<file path="src/hdl/first_fit_free_space_map_assert.svh">
// Assertion macros used by the free-space map top level.
`ifndef FIRST_FIT_FREE_SPACE_MAP_ASSERT_SVH
`define FIRST_FIT_FREE_SPACE_MAP_ASSERT_SVH

// Same-cycle implication, checked outside reset.
`define FFSM_ASSERT_NOW(lbl, ante, cons, msg) \
	lbl: assert property (@(posedge clk) disable iff (!arst_n) (ante) |-> (cons)) \
		else $error(msg);

// Next-cycle implication, checked outside reset.
`define FFSM_ASSERT_NEXT(lbl, ante, cons, msg) \
	lbl: assert property (@(posedge clk) disable iff (!arst_n) (ante) |=> (cons)) \
		else $error(msg);

`endif

</file>
<file path="src/hdl/ffsm_pkg.sv">
// Types and constants of the first-fit free-space map.
`default_nettype none
package ffsm_pkg;
	localparam int ENTRIES_DEF = 64;
	localparam int PAGE_W      = 20;
	localparam int BYTES_W     = 13;
	localparam int KIND_W      = 2;
	localparam int STATUS_W    = 2;
	localparam int SEG_CELLS   = 16;

	localparam logic [KIND_W-1:0] KIND_UPDATE = 2'd0;
	localparam logic [KIND_W-1:0] KIND_FIND   = 2'd1;
	localparam logic [KIND_W-1:0] KIND_CLEAR  = 2'd2;

	localparam logic [STATUS_W-1:0] STAT_OK        = 2'd0;
	localparam logic [STATUS_W-1:0] STAT_NOT_FOUND = 2'd1;
	localparam logic [STATUS_W-1:0] STAT_FULL      = 2'd2;

	typedef struct packed {
		logic [KIND_W-1:0]  kind;
		logic [PAGE_W-1:0]  page_number;
		logic [BYTES_W-1:0] byte_count;
	} req_t;

	typedef struct packed {
		logic [STATUS_W-1:0] status;
		logic [PAGE_W-1:0]   found_page;
	} rsp_t;

	// Search carry handed from cell to cell.
	typedef struct packed {
		logic              found;
		logic [PAGE_W-1:0] page;
	} carry_t;

	typedef enum logic {
		ST_IDLE,
		ST_SCAN
	} state_t;
endpackage
`default_nettype wire

</file>
<file path="src/hdl/ffsm_cell.sv">
// One table entry: stores page and free bytes, matches and passes the search carry.
`default_nettype none
module ffsm_cell import ffsm_pkg::*; (
	input  logic   clk,
	input  req_t   req,
	input  logic   active,
	input  logic   upd_we,
	input  logic   app_we,
	input  carry_t carry_in,
	output carry_t carry_out
);
	logic [PAGE_W-1:0]  page_q;
	logic [BYTES_W-1:0] free_q;
	logic               hit;

	always_comb begin
		hit = 1'b0;
		if (active) begin
			unique case (req.kind)
				KIND_UPDATE: hit = (page_q == req.page_number);
				KIND_FIND:   hit = (free_q >= req.byte_count);
				default:     hit = 1'b0;
			endcase
		end
		carry_out.found = carry_in.found | hit;
		carry_out.page  = (hit && !carry_in.found) ? page_q : carry_in.page;
	end

	// Append takes a fresh slot; an update rewrites the free count in place.
	always_ff @(posedge clk) begin
		if (app_we) begin
			page_q <= req.page_number;
			free_q <= req.byte_count;
		end else if (upd_we && hit) begin
			free_q <= req.byte_count;
		end
	end
endmodule
`default_nettype wire

</file>
<file path="src/hdl/ffsm_row.sv">
// Chain of entry cells, cut by a carry register every SEG_CELLS cells.
`default_nettype none
module ffsm_row import ffsm_pkg::*; #(
	parameter  int ENTRIES = ENTRIES_DEF,
	localparam int CNT_W   = $clog2(ENTRIES + 1)
) (
	input  logic             clk,
	input  req_t             req,
	input  logic [CNT_W-1:0] count,
	input  logic             upd_we,
	input  logic             app_we,
	output carry_t           carry_out
);
	carry_t cin  [ENTRIES];
	carry_t cout [ENTRIES];

	for (genvar i = 0; i < ENTRIES; i++) begin : g_cell
		if (i == 0) begin : g_head
			assign cin[i] = '0;
		end else if (i % SEG_CELLS == 0) begin : g_brk
			carry_t brk_q;
			always_ff @(posedge clk) begin
				brk_q <= cout[i-1];
			end
			assign cin[i] = brk_q;
		end else begin : g_link
			assign cin[i] = cout[i-1];
		end

		ffsm_cell u_cell (
			.clk       (clk),
			.req       (req),
			.active    (count > CNT_W'(i)),
			.upd_we    (upd_we),
			.app_we    (app_we && (count == CNT_W'(i))),
			.carry_in  (cin[i]),
			.carry_out (cout[i])
		);
	end

	assign carry_out = cout[ENTRIES-1];
endmodule
`default_nettype wire

</file>
<file path="src/hdl/first_fit_free_space_map.sv">
// Top level of the first-fit free-space map: request control and result register.
`default_nettype none
`include "first_fit_free_space_map_assert.svh"
//
// Usage:
//   A request (kind, page_number, byte_count) is taken at a rising edge with
//   start high and busy low. Update rewrites the free count of a listed page
//   or appends a new entry (status full when the table is at capacity). Find
//   returns the first entry in table order with enough free bytes, or status
//   not-found. Clear empties the table; kind 3 does nothing and answers ok.
//   Each request yields one response on rsp, qualified by done for exactly
//   one cycle. The receiver cannot stall, so rsp is never held back.
// Timing:
//   The entries form a row of cells; the search carry runs down the row and
//   is registered every SEG_CELLS cells, so it crosses one segment a cycle.
//   busy stays high while the carry crosses all NSEG = ceil(ENTRIES / SEG_CELLS)
//   segments after the accepting edge; done rises in the same cycle busy drops.
//   A new request can be taken as soon as busy drops, while done is high.
// Reset:
//   arst_n clears the entry count and control; stored entries are left as
//   they are and are never read until written again.
//
module first_fit_free_space_map import ffsm_pkg::*; #(
	parameter int ENTRIES = ENTRIES_DEF
) (
	input  logic clk,
	input  logic arst_n,
	input  logic start,
	output logic busy,
	input  req_t req,
	output logic done,
	output rsp_t rsp
);
	localparam int NSEG  = (ENTRIES + SEG_CELLS - 1) / SEG_CELLS;
	localparam int SCW   = (NSEG > 1) ? $clog2(NSEG) : 1;
	localparam int CNT_W = $clog2(ENTRIES + 1);

	state_t           state_q, state_d;
	logic [SCW-1:0]   seg_q;
	logic [CNT_W-1:0] count_q;
	req_t             req_q;
	logic             done_q;
	rsp_t             rsp_q, rsp_d;
	carry_t           fin;
	logic             accept, last_scan, full, upd_we, app_we;

	assign accept = start && !busy;
	assign busy   = (state_q == ST_SCAN);
	assign full   = (count_q == CNT_W'(ENTRIES));

	// Row of entry cells; the request is held in req_q for the whole scan.
	ffsm_row #(.ENTRIES(ENTRIES)) u_row (
		.clk       (clk),
		.req       (req_q),
		.count     (count_q),
		.upd_we    (upd_we),
		.app_we    (app_we),
		.carry_out (fin)
	);

	// Sequence the scan and decide the outcome in its last cycle.
	always_comb begin
		state_d   = state_q;
		last_scan = 1'b0;
		upd_we    = 1'b0;
		app_we    = 1'b0;
		rsp_d     = '0;
		unique case (state_q)
			ST_IDLE: begin
				if (accept) begin
					state_d = ST_SCAN;
				end
			end
			ST_SCAN: begin
				if (seg_q == SCW'(NSEG - 1)) begin
					last_scan = 1'b1;
					state_d   = ST_IDLE;
				end
			end
			default: state_d = ST_IDLE;
		endcase

		unique case (req_q.kind)
			KIND_UPDATE: begin
				upd_we = last_scan && fin.found;
				app_we = last_scan && !fin.found && !full;
				rsp_d.status = (!fin.found && full) ? STAT_FULL : STAT_OK;
			end
			KIND_FIND: begin
				rsp_d.status     = fin.found ? STAT_OK : STAT_NOT_FOUND;
				rsp_d.found_page = fin.found ? fin.page : '0;
			end
			default: begin
				rsp_d.status = STAT_OK;
			end
		endcase
	end

	// Hold state, segment counter, done strobe and entry count.
	always_ff @(posedge clk or negedge arst_n) begin
		if (!arst_n) begin
			state_q <= ST_IDLE;
			seg_q   <= '0;
			count_q <= '0;
			done_q  <= 1'b0;
		end else begin
			state_q <= state_d;
			done_q  <= last_scan;
			if (accept || last_scan) begin
				seg_q <= '0;
			end else if (busy) begin
				seg_q <= seg_q + SCW'(1);
			end
			if (last_scan) begin
				if (app_we) begin
					count_q <= count_q + CNT_W'(1);
				end else if (req_q.kind == KIND_CLEAR) begin
					count_q <= '0;
				end
			end
		end
	end

	// Capture the request and the response payload.
	always_ff @(posedge clk) begin
		if (accept) begin
			req_q <= req;
		end
		if (last_scan) begin
			rsp_q <= rsp_d;
		end
	end

	assign done = done_q;
	assign rsp  = rsp_q;

	`FFSM_ASSERT_NEXT(a_accept_busy, accept, busy, "accepted request did not raise busy")
	`FFSM_ASSERT_NEXT(a_scan_done, last_scan, done && !busy, "scan end without response")
	`FFSM_ASSERT_NOW(a_done_src, done, $past(last_scan), "response without a finished scan")
	`FFSM_ASSERT_NOW(a_count_cap, 1'b1, count_q <= CNT_W'(ENTRIES), "entry count overflow")
	`FFSM_ASSERT_NOW(a_full_cap, done && rsp.status == STAT_FULL, full, "full status below capacity")
endmodule
`default_nettype wire

</file>
<file path="config.mk">
export PLATFORM = sky130hd
export DESIGN_NAME = first_fit_free_space_map
export DESIGN_NICKNAME = d
export VERILOG_FILES = /design/src/hdl/ffsm_pkg.sv /design/src/hdl/ffsm_cell.sv /design/src/hdl/ffsm_row.sv /design/src/hdl/first_fit_free_space_map.sv
export VERILOG_INCLUDE_DIRS = /design/src /design/src/hdl
export SDC_FILE = /design/constraint.sdc
export NUM_CORES = 2
export LEC_CHECK = 0
export ABC_CLOCK_PERIOD_IN_PS = 7400
export BUFFER_PORTS_ARGS = -buffer_cell sky130_fd_sc_hd__buf_2
export CAP_MARGIN = 20
export CORE_MARGIN = 2
export CORE_UTILIZATION = 60
export CTS_BUF_LIST = sky130_fd_sc_hd__clkbuf_4 sky130_fd_sc_hd__clkbuf_8
export DETAILED_ROUTE_END_ITERATION = 6
export PLACE_DENSITY = 0.79
export SLEW_MARGIN = 0
export SYNTH_ARGS = -nofsm -noshare
export SYNTH_HDL_FRONTEND = slang
export SYNTH_SLANG_ARGS = --single-unit
</file>
<file path="constraint.sdc">
create_clock -name clk -period 7.4 [get_ports clk]
set_input_delay 1.48 -clock clk [delete_from_list [all_inputs] [get_ports clk]]
set_output_delay 1.48 -clock clk [all_outputs]
set_load 0.02 [all_outputs]
</file>
==> results.py <==
metrics = {
    "setup_path": {
        "cp.arrival_ns": 8.27,
        "cpMaxStageDelayCell": "edfxtp_1",
        "endpoint_kind": "flop",
        "crit_fanout": 43,
        "path_class": "flop to flop",
        "max_stage_delay_ns": 1.12,
        "r2r_slack_ns": 0.13,
        "crit_top_cell": "a21oi_1",
        "crit_path_cell_trace": "buf_12, buf_12, ha_1, nand2b_1, a2111oi_0, nand4b_1, a31oi_1, a41oi_1, o211ai_1, nor4b_2, and3b_2, a21oi_1, a21oi_1, nor2_1, a21oi_1",
        "critPathLaunchType": "flop",
        "crit_path_start": "req_q[0]$_DFFE_PP_",
        "r2r_start": "req_q[0]$_DFFE_PP_",
        "crit_required_ns": 8.40,
    },
    "logic_synthesis": {
        "synth.distinct_cells": 104,
        "ys_warn_count": 0,
        "synth_edf_count": 2169,
        "synth_top_area_share": 0.5700,
        "syn_inst": 8651,
        "synth_largest_area_cell": "edfxtp_1",
        "syn-num-nets": 9525,
        "synth_top_cells_by_area": "edfxtp_1 57%, ha_1 9.2%, xor2_1 5.3%, xnor2_1 4.5%, nand4_1 1.4%",
        "async_flop_share": 0.004904,
        "yosysSeqAreaShare": 0.5834,
        "synth_ff_type": "edfxtp_1",
        "synth-seq-cells": 2243,
        "synth_area_sq_um": 114300,
        "avgSynthCellArea_sq_um": 13.21,
    },
    "run_status": {
        "outcome": "complete, but fails checks",
        "violations": "design-rule violations",
    },
    "global_route": {
        "grt_pass1_wl_um": 561100,
        "grt_antenna_before_repair": 19,
        "gr-usage-all-layers": 0.4010,
        "grt_start_max_net_pins": 99,
        "grt_pass1_vias": 79642,
        "overflow": 0,
    },
    "route": {
        "drt_iter0_drc": 13999,
        "first_pass_iters": 7,
        "ant_nets": 0,
        "routed_via_density": 6.950,
        "routed_wl_um": 395000,
        "wl_per_cell_um": 32.90,
        "drc_errors": 25,
        "vias": 83446,
    },
    "clocking": {
        "cts_tree": "yes",
        "cts_made_buffers": 383,
        "clk_latency_ns": 1.13,
        "cts.sinks": 2243,
        "cts-root-buf": "clkbuf_8",
        "cts.repair.resized": 0,
        "cts_hold_buf": 0,
        "clockBufferDepth": 4,
        "cts_setup_buffers": 0,
        "clk_pin_slew_ns": 0.07,
        "cts-htree-levels": 5,
    },
    "finish": {
        "fill_cells": 13517,
        "nets": 10074,
        "drive_above_1_share": 0.1389,
        "multi_input_area_sq_um": 44980,
        "seq_area_sq_um": 66670,
        "syn_to_final_growth_pct": 11.45,
    },
    "timing": {
        "setup_violations": 0,
        "worst_slack_ns": 0.1281,
        "fin_setup_tns_ns": 0,
        "rsz0062_at_grt": "no",
        "post-route-period-util": 0.9827,
        "slew_viol_final": 0,
        "tightest_slew_ns": 1.360,
        "fmax_ghz": 0.1375,
        "finalHoldViolCount": 0,
        "finalClockSkew_ns": 0.1197,
        "min_period_ns": 7.272,
        "slew_headroom": 0.08473,
    },
    "die": {
        "die_h_um": 440.4,
        "core_area_sq_um": 189800,
        "ios": 62,
        "die_area_sq_um": 194000,
        "die_width_um": 440.4,
        "start_util": 0.6021,
        "num_rows": 160,
    },
    "place": {
        "dp_hpwl_um": 271800,
        "gp_congestion": 1.040,
        "dp_slack_ns": 0.3274,
        "io_buffers": 61,
    },
    "min_path": {
        "hp-class": "input pin to asynchronous set/reset pin",
    },
    "power_and_ir_drop": {
        "p_per_area_nw_per_um2": 234.0,
        "vdd_ir_drop_max_uv": 180.8,
        "p_leak_nw": 45.48,
    },
    "job": {
        "maxCapViolCount": 0,
    },
}
-- final timing paths --
| check | endpoint | cells after the start |
|---|---|---|
| worst max-delay path | u_row.cin[670]$_DFF_P_ | 15 |
| worst min-delay path | seg_q[0]$_DFFE_PN0P_ | 1 |
| worst max register to register | u_row.cin[670]$_DFF_P_ | 15 |
| worst min register to register | seg_q[1]$_DFFE_PN0P_ | 2 |
| max in group asynchronous | count_q[4]$_DFFE_PN0P_ | 1 |
| min in group clk | seg_q[1]$_DFFE_PN0P_ | 2 |
-- where the power goes --
group	switching, W	internal [W]
sequential	0.000200	0.0142
clock	0.00523	0.00591
combinational	0.00289	0.00131
total	0.00833	0.0215
-- cells by family (layout without fill, tap and decap cells) --
kind of cell / after synthesis / in the layout / share of synthesized area
buffers and inverters: 553 / 1389 / 0.02586
xor gates and xnor gates: 1282 / 1282 / 0.09826
AOI/OAI and AO/OA: 1720 / 1720 / 0.1060
other: 0 / 9 / 0
and+or+nand+nor: 1955 / 1955 / 0.08931
adders and majority gates: 836 / 836 / 0.09154
muxes: 62 / 62 / 0.005562
DFF: 2243 / 2243 / 0.5834
-- critical path: cells and delay by family, from the launching register on --
kind / cells / cell delay (ns)
AOI/OAI and AO/OA: 7 / 2.89
adders and majority gates: 1 / 0.28
buffers and inverters: 2 / 0.56
DFF: 1 / 1.12
and+or+nand+nor: 5 / 2.18
-- final cells by class --
class | count | share of cell area
Antenna cell | 9 | 0.0001768
Clock buffer | 494 | 0.04867
Clock inverter | 178 | 0.008940
Inverter | 187 | 0.005747
Multi-Input combinational cell | 5855 | 0.3532
Sequential cell | 2243 | 0.5235
Tap cell | 2511 | 0.02467
Timing Repair Buffer | 530 | 0.03510
-- Yosys cell counts, drive strengths merged, types with 132 or more instances --
library cell,count
edfxtp,2169
ha,836
xor2,692
xnor2,590
nor2,400
nand2,398
a21oi,314
o21ai,296
nand4,262
buf,234
nor4,228
inv,186
nand3,164
nor3,163
clkbuf,132
-- per-layer routing --
| metal | vias up | track usage | wire length, um |
|---|---|---|---|
| li1 | 34763 | - | - |
| met1 | 40979 | 0.5693 | 150700 |
| met2 | 6654 | 0.5657 | 165300 |
| met3 | 1030 | 0.1378 | 61310 |
| met4 | 20 | 0.1586 | 17510 |
| met5 | - | 0 | 154 |
-- through the flow --
step	hold WS [ns]	utilization	cell area, sq um	cells	total power, W
final	0.2583	0.6710	127400	12007	0.02980
after global routing	0.2371	0.6710	127300	12000	0.03052
after CTS	0.1842	0.6703	127200	11988	0.02965
after detailed placement	0.4921	0.6317	119900	11316	0.01871
after global placement	0.4658	0.6313	119800	11311	0.01860
after floorplan	0.4538	-	114300	8651	0.01696
-- cell usage in the layout (no fill, tap or decap), types with 60 or more instances in the layout --
master and n:
a221oi_1 68, nand2b_1 80, a21o_1 93, nand3_1 162
o211ai_1 89, a211oi_1 122, clkinv_2 65, clkbuf_4 96
nand4_1 260, nor2b_1 60, a22oi_1 87, nand2_1 396
clkbuf_8 398, edfxtp_1 2169, a21oi_1 313, o22ai_1 93
xor2_1 692, ha_1 836, a222oi_1 82, dfxtp_1 63
nor3_1 140, buf_4 411, nor4_1 214, nor2_1 350
inv_1 172, clkinv_1 91, o21ai_0 290, xnor2_1 590
buf_2 66
-- state kept, by name, indices dropped and copies added, names as in the netlist --
name	cells
count_q	7
seg_q	2
u_row.g_cell.u_cell.page_q	1280
u_row.g_cell.u_cell.free_q	832
req_q	35
rsp	22
u_row.cin	63
busy	1
done	1
(Power assumes the default switching activity.)
